==> config.mk <==
export PLATFORM = sky130hd
export DESIGN_NAME = procedural_sound_effect_synth
export DESIGN_NICKNAME = d
export VERILOG_FILES = /design/src/hdl/psfx_pkg.sv /design/src/hdl/psfx_mul.sv /design/src/hdl/psfx_lfsr.sv /design/src/hdl/procedural_sound_effect_synth.sv
export SDC_FILE = /design/constraint.sdc
export NUM_CORES = 2
export LEC_CHECK = 0
export BUFFER_PORTS_ARGS = -buffer_cell sky130_fd_sc_hd__buf_4
export CAP_MARGIN = 20
export CORE_MARGIN = 4
export CORE_UTILIZATION = 50
export DETAILED_ROUTE_END_ITERATION = 10
export PLACE_DENSITY_LB_ADDON = 0.1
export SLEW_MARGIN = 20
export SYNTH_ARGS = -nofsm -noshare
export SYNTH_HDL_FRONTEND = slang
export SYNTH_HIERARCHICAL = 1
export SYNTH_SLANG_ARGS = --single-unit
==> constraint.sdc <==
create_clock -name aclk -period 40.8 [get_ports aclk]
set_clock_uncertainty 0.15 [all_clocks]
set_input_delay 2.04 -clock aclk [delete_from_list [all_inputs] [get_ports aclk]]
set_output_delay 2.04 -clock aclk [all_outputs]
set_load 0.01 [all_outputs]
==> src/hdl/psfx_pkg.sv <==
// Shared types, constants and helper functions of the procedural sound synthesizer.
`default_nettype none

package psfx_pkg;

    // Resolution of the sine and exponential approximations (powers of two).
    localparam int SINE_TABLE_DEPTH = 1024;
    localparam int EXP_TABLE_DEPTH  = 1024;
    localparam int SINE_BITS        = $clog2(SINE_TABLE_DEPTH);
    localparam int EXP_BITS         = $clog2(EXP_TABLE_DEPTH);

    // Field widths.
    localparam int INDEX_W  = 17;
    localparam int SAMPLE_W = 16;
    localparam int LFSR_W   = 32;
    localparam int MUL_W    = 32;
    localparam int PROD_W   = 2 * MUL_W;
    localparam int Q_W      = 21;
    localparam int REM_W    = 17;

    // Sound lengths and timing constants.
    localparam logic [INDEX_W-1:0] GUN_LEN        = 17'd44100;
    localparam logic [INDEX_W-1:0] GROWL_LEN      = 17'd88200;
    localparam logic [INDEX_W-1:0] RAMP_UP_END    = 17'd4410;
    localparam logic [INDEX_W-1:0] RAMP_DOWN_BEG  = 17'd66150;
    localparam logic [14:0]        ENV_FULL       = 15'd22050;

    // Noise generator.
    localparam logic [LFSR_W-1:0] LFSR_SEED = 32'd1;
    localparam logic [LFSR_W-1:0] LFSR_MASK = 32'hD0000001;

    // Sound selection codes.
    localparam logic ACT_GUNSHOT = 1'b0;
    localparam logic ACT_GROWL   = 1'b1;

    // Constant divisors handled by the reciprocal divide sequence.
    typedef enum logic [2:0] {
        DIV_RATE,
        DIV_NOISE,
        DIV_GUN_SCALE,
        DIV_ENV,
        DIV_GROWL_SCALE
    } div_sel_t;

    localparam logic [16:0] D_RATE        = 17'd44100;
    localparam logic [16:0] D_NOISE       = 17'd2000;
    localparam logic [16:0] D_GUN_SCALE   = 17'd10000;
    localparam logic [16:0] D_ENV         = 17'd22050;
    localparam logic [16:0] D_GROWL_SCALE = 17'd100000;

    localparam logic [31:0] R_RATE        = 32'((64'd1 << 32) / 64'd44100);
    localparam logic [31:0] R_NOISE       = 32'((64'd1 << 32) / 64'd2000);
    localparam logic [31:0] R_GUN_SCALE   = 32'((64'd1 << 32) / 64'd10000);
    localparam logic [31:0] R_ENV         = 32'((64'd1 << 32) / 64'd22050);
    localparam logic [31:0] R_GROWL_SCALE = 32'((64'd1 << 32) / 64'd100000);

    // Operand pair handed to the shared multiplier.
    typedef struct packed {
        logic [MUL_W-1:0] a;
        logic [MUL_W-1:0] b;
    } mul_req_t;

    // Sequencer states.
    typedef enum logic [5:0] {
        ST_IDLE,
        ST_START,
        ST_DQ, ST_DR, ST_DC,
        ST_SN0, ST_SN1, ST_SN2, ST_SN3, ST_SN4,
        ST_EX0, ST_EX1, ST_EX2, ST_EX3, ST_EX4,
        ST_G_IDX, ST_G_SIN, ST_G_EXPK, ST_G_EXP, ST_G_NOISE, ST_G_MIX, ST_G_A,
        ST_W1, ST_W2, ST_W3, ST_W4, ST_W5, ST_W6, ST_W7, ST_W8, ST_W9, ST_W10, ST_W11,
        ST_FIN
    } state_t;

    function automatic logic [16:0] div_const(div_sel_t sel);
        logic [16:0] d;
        unique case (sel)
            DIV_RATE:        d = D_RATE;
            DIV_NOISE:       d = D_NOISE;
            DIV_GUN_SCALE:   d = D_GUN_SCALE;
            DIV_ENV:         d = D_ENV;
            DIV_GROWL_SCALE: d = D_GROWL_SCALE;
            default:         d = D_RATE;
        endcase
        return d;
    endfunction

    function automatic logic [31:0] div_recip(div_sel_t sel);
        logic [31:0] r;
        unique case (sel)
            DIV_RATE:        r = R_RATE;
            DIV_NOISE:       r = R_NOISE;
            DIV_GUN_SCALE:   r = R_GUN_SCALE;
            DIV_ENV:         r = R_ENV;
            DIV_GROWL_SCALE: r = R_GROWL_SCALE;
            default:         r = R_RATE;
        endcase
        return r;
    endfunction

endpackage

`default_nettype wire

==> src/hdl/psfx_mul.sv <==
// Shared 32x32 unsigned multiplier with a registered product.
`default_nettype none

module psfx_mul (
    input  wire logic                    aclk,
    input  wire psfx_pkg::mul_req_t      req,
    output logic [psfx_pkg::PROD_W-1:0]  prod
);
    import psfx_pkg::*;

    // One product per cycle; the sequencer reads it in the following state.
    always_ff @(posedge aclk) begin
        prod <= PROD_W'(req.a) * PROD_W'(req.b);
    end

endmodule

`default_nettype wire

==> src/hdl/psfx_lfsr.sv <==
// Galois LFSR that supplies one noise word per synthesized sample.
`default_nettype none

module psfx_lfsr (
    input  wire logic                    aclk,
    input  wire logic                    aresetn,
    input  wire logic                    step,
    output logic [psfx_pkg::LFSR_W-1:0]  next_value
);
    import psfx_pkg::*;

    logic [LFSR_W-1:0] lfsr_reg;
    logic [LFSR_W-1:0] lfsr_next;

    // Shift right and fold in the tap mask when a one drops out.
    always_comb begin
        next_value = lfsr_reg[0] ? ((lfsr_reg >> 1) ^ LFSR_MASK) : (lfsr_reg >> 1);
        lfsr_next  = step ? next_value : lfsr_reg;
    end

    always_ff @(posedge aclk) begin
        if (!aresetn) begin
            lfsr_reg <= LFSR_SEED;
        end else begin
            lfsr_reg <= lfsr_next;
        end
    end

endmodule

`default_nettype wire

==> src/hdl/procedural_sound_effect_synth.sv <==
// Top level: sequencer and datapath of the procedural sound-effect synthesizer.
//
// Each accepted transaction names a sound (gunshot or growl) and a sample index and returns
// one saturated signed 16-bit sample. The wide products run on a single 32x32 multiplier that a
// small sequencer drives step by step: sine and exponential approximations, divisions by
// constants through reciprocal multiply and correction, and the final scaling. Each division
// by a constant runs through ST_DQ, ST_DR and ST_DC, each sine through ST_SN0 to ST_SN4 and
// each exponential through ST_EX0 to ST_EX4. An index past the end of its sound returns 0
// with past_end set straight from ST_START. The input is not ready while a sample is in
// progress and is ready again in the cycle after the result is written, so a new transaction
// is taken only once the previous result is written. A finished result waits in the output
// register, and the sequencer holds its last step until that register is free.
`default_nettype none

module procedural_sound_effect_synth (
    input  wire logic                           aclk,
    input  wire logic                           aresetn,
    input  wire logic                           s_valid,
    output logic                                s_ready,
    input  wire logic                           s_action,
    input  wire logic [psfx_pkg::INDEX_W-1:0]   s_sample_index,
    output logic                                m_valid,
    input  wire logic                           m_ready,
    output logic signed [psfx_pkg::SAMPLE_W-1:0] m_sample_value,
    output logic                                m_past_end
);
    import psfx_pkg::*;

    // Control registers.
    state_t state_reg, state_next;
    state_t ret_reg, ret_next;
    logic   m_valid_reg, m_valid_next;

    // Datapath registers.
    logic                 action_reg, action_next;
    logic [INDEX_W-1:0]   index_reg, index_next;
    div_sel_t             div_sel_reg, div_sel_next;
    logic [31:0]          div_x_reg, div_x_next;
    logic [Q_W-1:0]       q_reg, q_next;
    logic [REM_W-1:0]     rem_reg, rem_next;
    logic [SINE_BITS-1:0] sidx_reg, sidx_next;
    logic [14:0]          x_reg, x_next;
    logic [14:0]          x2_reg, x2_next;
    logic [1:0]           quad_reg, quad_next;
    logic signed [15:0]   sin_reg, sin_next;
    logic [EXP_BITS-1:0]  k_reg, k_next;
    logic [4:0]           n_reg, n_next;
    logic [15:0]          y_reg, y_next;
    logic [14:0]          e_reg, e_next;
    logic [14:0]          env_reg, env_next;
    logic                 mneg_reg, mneg_next;
    logic [15:0]          plo_reg, plo_next;
    logic [44:0]          t_reg, t_next;
    logic [15:0]          x1lo_reg, x1lo_next;
    logic [15:0]          qh_reg, qh_next;
    logic signed [15:0]   out_val_reg, out_val_next;
    logic                 out_end_reg, out_end_next;

    // Shared units.
    mul_req_t            mreq;
    logic [PROD_W-1:0]   prod;
    logic                lfsr_step;
    logic [LFSR_W-1:0]   lfsr_value;

    // Combinational helpers.
    logic [15:0]        u_w;
    logic [14:0]        xs_w;
    logic [14:0]        x2_w;
    logic [16:0]        sa_w, sb_w, sp_w;
    logic [14:0]        sin_mag_w;
    logic signed [15:0] sin_w;
    logic [20:0]        es_w;
    logic [16:0]        ea_w, eb_w, ev_w, esh_w, er_w;
    logic [14:0]        e_w;
    logic signed [11:0] noise_w;
    logic signed [31:0] gmix_w, wmix_w, mix_w;
    logic [31:0]        mag_w;
    logic [58:0]        ga_w;
    logic [44:0]        wt_w;
    logic [59:0]        wx_w;
    logic signed [23:0] fq_w;
    logic [14:0]        env_w;
    logic [16:0]        dconst_w;
    logic [31:0]        dd_w;
    logic               dge_w;
    logic               out_free_w;
    logic               gun_end_w, growl_end_w;
    logic signed [15:0] fin_w;

    psfx_mul u_mul (
        .aclk (aclk),
        .req  (mreq),
        .prod (prod)
    );

    psfx_lfsr u_lfsr (
        .aclk       (aclk),
        .aresetn    (aresetn),
        .step       (lfsr_step),
        .next_value (lfsr_value)
    );

    // Sine approximation: quadrant fold and polynomial terms.
    assign u_w       = {sidx_reg, {(16 - SINE_BITS){1'b0}}};
    assign xs_w      = u_w[14] ? 15'(15'd16384 - {1'b0, u_w[13:0]}) : {1'b0, u_w[13:0]};
    assign x2_w      = prod[28:14];
    assign sa_w      = 17'd42334 - prod[30:14];
    assign sb_w      = 17'd102944 - prod[30:14];
    assign sp_w      = 17'((18'(prod[30:14]) + 18'd1) >> 1);
    assign sin_mag_w = (sp_w > 17'd32767) ? 15'h7FFF : sp_w[14:0];
    assign sin_w     = quad_reg[1] ? 16'(16'd0 - {1'b0, sin_mag_w}) : {1'b0, sin_mag_w};

    // Exponential decay approximation.
    assign es_w  = 21'(prod >> EXP_BITS);
    assign ea_w  = 17'd15744 - prod[32:16];
    assign eb_w  = 17'd45426 - prod[32:16];
    assign ev_w  = 17'd65536 - prod[32:16];
    assign esh_w = ev_w >> n_reg;
    assign er_w  = 17'((18'(esh_w) + 18'd1) >> 1);
    assign e_w   = (er_w > 17'd32767) ? 15'h7FFF : er_w[14:0];

    // Noise and tone mix for both sounds.
    assign noise_w = $signed({1'b0, rem_reg[10:0]}) - 12'sd1000;
    assign gmix_w  = (32'(noise_w) <<< 18) + 32'(sin_reg) * 32'sd1000;
    assign wmix_w  = (32'(noise_w) <<< 17) + 32'(sin_reg) * 32'sd6000;
    assign mix_w   = (action_reg == ACT_GROWL) ? wmix_w : gmix_w;
    assign mag_w   = mix_w[31] ? 32'(-mix_w) : 32'(mix_w);

    // Scaling by 32767 and by 98301 with shifts, adds and subtracts.
    assign ga_w = {prod[43:0], 15'd0} - 59'(prod[43:0]);
    assign wt_w = {prod[43:0], 1'b0} + 45'(prod[43:0]);
    assign wx_w = {t_reg, 15'd0} - 60'(t_reg);

    // Growl frequency and envelope.
    assign fq_w = 24'sd5242880 + 24'(sin_reg) * 24'sd40;
    always_comb begin
        if (index_reg < RAMP_UP_END) begin
            env_w = 15'(index_reg * 17'd5);
        end else if (index_reg > RAMP_DOWN_BEG) begin
            env_w = 15'(GROWL_LEN - index_reg);
        end else begin
            env_w = ENV_FULL;
        end
    end

    // Divide correction: remainder and one conditional subtract.
    assign dconst_w = div_const(div_sel_reg);
    assign dd_w     = div_x_reg - prod[31:0];
    assign dge_w    = dd_w >= 32'(dconst_w);

    assign out_free_w  = !m_valid_reg || m_ready;
    assign gun_end_w   = index_reg >= GUN_LEN;
    assign growl_end_w = index_reg >= GROWL_LEN;

    // Sign and saturation of the final magnitude.
    always_comb begin
        if (!mneg_reg) begin
            fin_w = (q_reg > 21'd32767) ? 16'sh7FFF : $signed({1'b0, q_reg[14:0]});
        end else begin
            fin_w = (q_reg > 21'd32768) ? 16'sh8000 : $signed(16'(~q_reg[15:0] + 16'd1));
        end
    end

    // Next state, multiplier operands and datapath updates.
    always_comb begin
        state_next   = state_reg;
        ret_next     = ret_reg;
        m_valid_next = m_valid_reg;
        action_next  = action_reg;
        index_next   = index_reg;
        div_sel_next = div_sel_reg;
        div_x_next   = div_x_reg;
        q_next       = q_reg;
        rem_next     = rem_reg;
        sidx_next    = sidx_reg;
        x_next       = x_reg;
        x2_next      = x2_reg;
        quad_next    = quad_reg;
        sin_next     = sin_reg;
        k_next       = k_reg;
        n_next       = n_reg;
        y_next       = y_reg;
        e_next       = e_reg;
        env_next     = env_reg;
        mneg_next    = mneg_reg;
        plo_next     = plo_reg;
        t_next       = t_reg;
        x1lo_next    = x1lo_reg;
        qh_next      = qh_reg;
        out_val_next = out_val_reg;
        out_end_next = out_end_reg;
        mreq         = '0;
        lfsr_step    = 1'b0;

        if (m_valid_reg && m_ready) begin
            m_valid_next = 1'b0;
        end

        unique case (state_reg)
            ST_IDLE: begin
                if (s_valid) begin
                    action_next = s_action;
                    index_next  = s_sample_index;
                    state_next  = ST_START;
                end
            end

            ST_START: begin
                mreq.a = 32'(index_reg);
                mreq.b = 32'd46501;
                if ((action_reg == ACT_GUNSHOT && gun_end_w) ||
                    (action_reg == ACT_GROWL && growl_end_w)) begin
                    if (out_free_w) begin
                        out_val_next = '0;
                        out_end_next = 1'b1;
                        m_valid_next = 1'b1;
                        state_next   = ST_IDLE;
                    end
                end else if (action_reg == ACT_GUNSHOT) begin
                    div_x_next   = 32'(index_reg) * 32'd150;
                    div_sel_next = DIV_RATE;
                    ret_next     = ST_G_IDX;
                    state_next   = ST_DQ;
                end else begin
                    state_next = ST_W1;
                end
            end

            // Division by a constant: reciprocal estimate, remainder, correction.
            ST_DQ: begin
                mreq.a     = div_x_reg;
                mreq.b     = div_recip(div_sel_reg);
                state_next = ST_DR;
            end
            ST_DR: begin
                q_next     = prod[32 +: Q_W];
                mreq.a     = 32'(prod[32 +: Q_W]);
                mreq.b     = 32'(dconst_w);
                state_next = ST_DC;
            end
            ST_DC: begin
                if (dge_w) begin
                    q_next   = q_reg + 21'd1;
                    rem_next = REM_W'(dd_w - 32'(dconst_w));
                end else begin
                    rem_next = REM_W'(dd_w);
                end
                state_next = ret_reg;
            end

            // Sine of the phase index in sidx_reg.
            ST_SN0: begin
                quad_next  = u_w[15:14];
                x_next     = xs_w;
                mreq.a     = 32'(xs_w);
                mreq.b     = 32'(xs_w);
                state_next = ST_SN1;
            end
            ST_SN1: begin
                x2_next    = x2_w;
                mreq.a     = 32'(x2_w);
                mreq.b     = 32'd5223;
                state_next = ST_SN2;
            end
            ST_SN2: begin
                mreq.a     = 32'(sa_w);
                mreq.b     = 32'(x2_reg);
                state_next = ST_SN3;
            end
            ST_SN3: begin
                mreq.a     = 32'(sb_w);
                mreq.b     = 32'(x_reg);
                state_next = ST_SN4;
            end
            ST_SN4: begin
                sin_next   = sin_w;
                state_next = ret_reg;
            end

            // Decay exp(-20t) for the table position in k_reg.
            ST_EX0: begin
                mreq.a     = 32'(k_reg);
                mreq.b     = 32'd1890969;
                state_next = ST_EX1;
            end
            ST_EX1: begin
                n_next     = es_w[20:16];
                y_next     = es_w[15:0];
                mreq.a     = 32'(es_w[15:0]);
                mreq.b     = 32'd3638;
                state_next = ST_EX2;
            end
            ST_EX2: begin
                mreq.a     = 32'(ea_w);
                mreq.b     = 32'(y_reg);
                state_next = ST_EX3;
            end
            ST_EX3: begin
                mreq.a     = 32'(eb_w);
                mreq.b     = 32'(y_reg);
                state_next = ST_EX4;
            end
            ST_EX4: begin
                e_next     = e_w;
                state_next = ret_reg;
            end

            // Gunshot sequence.
            ST_G_IDX: begin
                div_x_next = 32'({rem_reg[15:0], {SINE_BITS{1'b0}}});
                ret_next   = ST_G_SIN;
                state_next = ST_DQ;
            end
            ST_G_SIN: begin
                sidx_next  = q_reg[SINE_BITS-1:0];
                ret_next   = ST_G_EXPK;
                state_next = ST_SN0;
            end
            ST_G_EXPK: begin
                div_x_next = 32'({index_reg, {EXP_BITS{1'b0}}});
                ret_next   = ST_G_EXP;
                state_next = ST_DQ;
            end
            ST_G_EXP: begin
                k_next     = q_reg[EXP_BITS-1:0];
                ret_next   = ST_G_NOISE;
                state_next = ST_EX0;
            end
            ST_G_NOISE: begin
                lfsr_step    = 1'b1;
                div_x_next   = {1'b0, lfsr_value[30:0]};
                div_sel_next = DIV_NOISE;
                ret_next     = ST_G_MIX;
                state_next   = ST_DQ;
            end
            ST_G_MIX: begin
                mneg_next  = mix_w[31];
                mreq.a     = mag_w;
                mreq.b     = 32'(e_reg);
                state_next = ST_G_A;
            end
            ST_G_A: begin
                div_x_next   = 32'(ga_w[58:31]);
                div_sel_next = DIV_GUN_SCALE;
                ret_next     = ST_FIN;
                state_next   = ST_DQ;
            end

            // Growl sequence.
            ST_W1: begin
                sidx_next  = prod[31 -: SINE_BITS];
                ret_next   = ST_W2;
                state_next = ST_SN0;
            end
            ST_W2: begin
                mreq.a     = 32'(fq_w[22:0]);
                mreq.b     = 32'(index_reg);
                state_next = ST_W3;
            end
            ST_W3: begin
                plo_next     = prod[15:0];
                div_x_next   = 32'(prod[39:16]);
                div_sel_next = DIV_RATE;
                ret_next     = ST_W4;
                state_next   = ST_DQ;
            end
            ST_W4: begin
                div_x_next = {rem_reg[15:0], plo_reg};
                ret_next   = ST_W5;
                state_next = ST_DQ;
            end
            ST_W5: begin
                sidx_next  = q_reg[15 -: SINE_BITS];
                ret_next   = ST_W6;
                state_next = ST_SN0;
            end
            ST_W6: begin
                env_next     = env_w;
                lfsr_step    = 1'b1;
                div_x_next   = {1'b0, lfsr_value[30:0]};
                div_sel_next = DIV_NOISE;
                ret_next     = ST_W7;
                state_next   = ST_DQ;
            end
            ST_W7: begin
                mneg_next  = mix_w[31];
                mreq.a     = mag_w;
                mreq.b     = 32'(env_reg);
                state_next = ST_W8;
            end
            ST_W8: begin
                t_next     = wt_w;
                state_next = ST_W9;
            end
            ST_W9: begin
                x1lo_next    = wx_w[30:15];
                div_x_next   = 32'(wx_w[59:31]);
                div_sel_next = DIV_ENV;
                ret_next     = ST_W10;
                state_next   = ST_DQ;
            end
            ST_W10: begin
                qh_next    = q_reg[15:0];
                div_x_next = 32'({rem_reg[14:0], x1lo_reg});
                ret_next   = ST_W11;
                state_next = ST_DQ;
            end
            ST_W11: begin
                div_x_next   = {qh_reg, q_reg[15:0]};
                div_sel_next = DIV_GROWL_SCALE;
                ret_next     = ST_FIN;
                state_next   = ST_DQ;
            end

            // Apply sign, saturate and hand the sample to the output register.
            ST_FIN: begin
                if (out_free_w) begin
                    out_val_next = fin_w;
                    out_end_next = 1'b0;
                    m_valid_next = 1'b1;
                    state_next   = ST_IDLE;
                end
            end

            default: begin
                state_next = ST_IDLE;
            end
        endcase
    end

    // Control state.
    always_ff @(posedge aclk) begin
        if (!aresetn) begin
            state_reg   <= ST_IDLE;
            ret_reg     <= ST_IDLE;
            m_valid_reg <= 1'b0;
        end else begin
            state_reg   <= state_next;
            ret_reg     <= ret_next;
            m_valid_reg <= m_valid_next;
        end
    end

    // Datapath and output payload.
    always_ff @(posedge aclk) begin
        action_reg  <= action_next;
        index_reg   <= index_next;
        div_sel_reg <= div_sel_next;
        div_x_reg   <= div_x_next;
        q_reg       <= q_next;
        rem_reg     <= rem_next;
        sidx_reg    <= sidx_next;
        x_reg       <= x_next;
        x2_reg      <= x2_next;
        quad_reg    <= quad_next;
        sin_reg     <= sin_next;
        k_reg       <= k_next;
        n_reg       <= n_next;
        y_reg       <= y_next;
        e_reg       <= e_next;
        env_reg     <= env_next;
        mneg_reg    <= mneg_next;
        plo_reg     <= plo_next;
        t_reg       <= t_next;
        x1lo_reg    <= x1lo_next;
        qh_reg      <= qh_next;
        out_val_reg <= out_val_next;
        out_end_reg <= out_end_next;
    end

    assign s_ready        = (state_reg == ST_IDLE);
    assign m_valid        = m_valid_reg;
    assign m_sample_value = out_val_reg;
    assign m_past_end     = out_end_reg;

endmodule

`default_nettype wire

After elaboration in Yosys (flattened, before gate mapping):

Index checks and enable logic that the tools add are counted.

* output and inout bits: 19
* bits in registers: 418
* input port bits: 22
* logic and storage cells: 184

* magnitude comparators: 9
* bitwise logic cells: 3
* shift operators: 1
* add/subtract/negate cells: 22
* reductions and logical operators: 25
* multiply operators: 6
* equal/unequal tests: 44
* multiplexer cells: 45

Operators by type and width (count)
* case mux 64 bit (14 select lines): 1
* case mux 32 bit (10 select lines): 1
* two-way mux 32 bit: 5
* case mux 6 bit (21 select lines): 1
* == test 6 x 5 -> 1 bit, second input constant: 16
* two-way mux 16 bit: 6
* two-way mux 15 bit: 6
* case mux 22 bit (4 select lines): 1
* case mux 6 bit (14 select lines): 1
* case mux 17 bit (4 select lines): 1
* subtractor 60 x 45 -> 60 bit: 1
* subtractor 59 x 44 -> 59 bit: 1
* multiplier 32 x 32 -> 53 bit: 1
* == test 6 x 4 -> 1 bit, second input constant: 8
* adder 45 x 44 -> 45 bit: 1
* case mux 21 bit (2 select lines): 1
* adder 17 x 1 -> 18 bit, second input constant: 2
* > comparator 17 x 15 -> 1 bit, second input constant: 2
* subtractor 16 x 17 -> 17 bit, first input constant: 2
* subtractor 17 bit, first input constant: 2
* greater-or-equal comparator 32 x 17 -> 1 bit: 1
* negator 32 bit: 1
* case mux 16 bit (2 select lines): 1
* subtractor 32 bit: 1
* other kinds (57): 91

Logic depth before layout (Yosys ltp):

* word-level depth: 7
* depth in mapped cells: 61
* mapped depth without buffers: 57

By module:

The synthesis kept the hierarchy.

By module, submodules not included
* procedural_sound_effect_synth: times used 1, area each 39183.8 um^2, cells each 4428, sequential area each 9659.3 um^2
* psfx_mul: times used 1, area each 34875.9 um^2, cells each 3792, sequential area each 1281.2 um^2
* psfx_lfsr: times used 1, area each 1483.9 um^2, cells each 139, sequential area each 640.6 um^2

Least setup slack after synthesis:

No wires, ideal clock.

* kind: reg2reg
* start point: reg sin_reg[6]
* end point: reg, netlist name u_mul/prod[56]
* setup slack: 26.362 ns
* cell stages (with the launch flop): 49
* library setup time: 0.071 ns
* clock period less this slack: 14.438 ns
* arrival: 14.217 ns
* data required time: 40.579 ns
* buffers on the path: 4
* cell sequence: edfxtp_1 -> fa_1 -> inv_1 -> fa_1 -> inv_1 -> fa_1 -> inv_1 -> fa_1 -> inv_1 -> ha_1 -> or2_2 -> a21oi_1 -> o32ai_1 -> o41a_1 -> a41o_1 -> o41ai_1 -> o21bai_1 -> a21oi_1 -> [... 13 more ...] -> fa_1 -> fa_1 -> fa_1 -> fa_1 -> inv_1 -> fa_1 -> fa_1 -> fa_1 -> fa_1 -> ha_1 -> clkbuf_8 -> nand4_2 -> or3_1 -> or4b_1 -> or4_4 -> a21oi_2 -> o32a_1 -> xor2_1

RTL lines
* start: declaration: line procedural_sound_effect_synth.sv:45 `logic signed [15:0] sin_reg, sin_next;`
* start signal: assignment: line procedural_sound_effect_synth.sv:456 `sin_reg <= sin_next;`

==> impl_metrics.json <==
{
  "grt-ovfl-total": 0,
  "ys_warn_count": 6,
  "finalWorstSetupSlack_ns": 24.23,
  "place_inst": 9731,
  "antenna_found_initial": 11,
  "cts_tree": "done",
  "setup_tns_ns": 0,
  "drt_pass1_iterations": 7,
  "core.rowCount": 139,
  "stdcell_count": 9841,
  "vias": 60097,
  "post_cts_resized": 0,
  "grt_max_degree": 75,
  "setup_viol": 0,
  "ant_nets": 0,
  "end_kind": "flop",
  "post_dp_cell_area_sq_um": 74850,
  "area_growth_pct": 5.649,
  "nets": 9575,
  "fillers": 13537,
  "post_cts_buffers": 0,
  "period_needed_ns": 16.57,
  "grt_pass1_wl_mm": 409.0,
  "htree_num_levels": 2,
  "hold_viol": 0,
  "synth.cell_area_sq_um": 72520,
  "critPathMaxFanout": 29,
  "clockBufferDepth": 3,
  "worst_pin_slew_ns": 1.161,
  "clock.fmax_mhz": 60.35,
  "critPathKind": "flop to flop",
  "wirelength_mm": 277.7,
  "globalplace.congestion": 1.017,
  "relSlewSlack_pct": 22.57,
  "clock_latency_ns": 0.67,
  "design_area_sq_um": 76620,
  "synthCells": 8025,
  "clk_pin_slew_ns": 0.07,
  "drt_iter0_drc": 6452,
  "worst_ep_required_time_ns": 41.14,
  "drive_gt1_share_pct": 5.288,
  "status": "finished, final reports clean",
  "io_pins": 41,
  "grt_util_all_layers_pct": 36.57,
  "arrival_ns": 16.91,
  "slew_viol_final": 0,
  "avgViaCountPerCell": 6.107,
  "path_common_cell": "fa_1",
  "dp_slack_ns": 24.43,
  "largest_reg_flops": 53,
  "hp-class": "flop to flop",
  "cpPeakStageDelay_ns": 0.85,
  "cp-start-kind": "flop",
  "grt_pass1_vias": 61005,
  "cts_hold_buf": 0,
  "routedWlPerCell_microns": 28.22,
  "cpMaxStageDelayCell": "o22a_1",
  "clock-sinks": 411,
  "die_h_microns": 388.8,
  "rrSetupSlack_ns": 24.23,
  "grt_setup_unrepaired": "no",
  "root_buffer": "clkbuf_16",
  "port_buffers": 40,
  "maxCapViolations": 0,
  "cts_buffers": 51,
  "fp.dieW_microns": 388.8,
  "finalCritPeriodShare_pct": 40.61,
  "syn_avg_cell_area_sq_um": 9.037,
  "post-dp-hpwl_mm": 216.6,
  "die_area_sq_um": 151200,
  "drc": 0,
  "fp.coreArea_sq_um": 143800,
  "start_util_pct": 50.42
}
==> through the flow <==
step / utilization, % / hold WS (ns)
finish: 53.27 / 0.2911
global route: 53.26 / 0.3118
CTS: 53.24 / 0.2945
detailed placement: 52.04 / 0.2872
global placement: 52.03 / 0.3054
floorplan: - / 0.2503
==> path summary, 6_finish.rpt <==
kind / start / endpoint / depth (start not counted)
worst max-delay path: sin_reg[2] / u_mul/prod[49] / 48
worst min-delay path: sidx_reg[9] / quad_reg[1] / 0
worst max register to register: sin_reg[2] / u_mul/prod[49] / 48
worst min register to register: sidx_reg[9] / quad_reg[1] / 0
==> per-layer routing <==
layer	vias up	part of all wire, %	global-route usage (%)
met5	-	0	0
met3	647	9.0	6.874
li1	26176	-	-
met1	30353	40	48.88
met2	2921	44	57.26
met4	0	6.2	18.10
==> critical path: cells and delay by family (launching register included) <==
family                   cells  cell delay (ns)
adder cells (fa/ha/maj)     16             7.78
buffers and inverters        7             0.39
AO/OA/AOI/OAI               13             4.71
flip-flops                   1             0.62
XOR/XNOR                     3             0.60
AND/OR/NAND/NOR              9             2.08
==> area by class of cell <==
cell class	count	area, sq um	area share (%)
antenna	14	35.03	0.04573
clock buffer	58	1355	1.769
clock inverter	38	376.6	0.4915
inverter	1292	4850	6.330
multi-input combinational	5940	54870	71.61
sequential	411	11360	14.83
tap	1903	2381	3.108
timing repair buffer	185	1393	1.818
==> layout by cell type, fill, tap and decap left out, drive strengths merged, types with 185 or more instances in the layout <==
cell type / n
inv: 1293
fa: 1010
nand2: 761
ha: 662
and2: 595
a21oi: 335
nor2: 326
edfxtp: 313
o21ai: 273
xnor2: 256
buf: 185
Power is left out: the tool's default activity adds up to more than one toggle a clock period on the data nets, which glitch-free logic cannot reach.
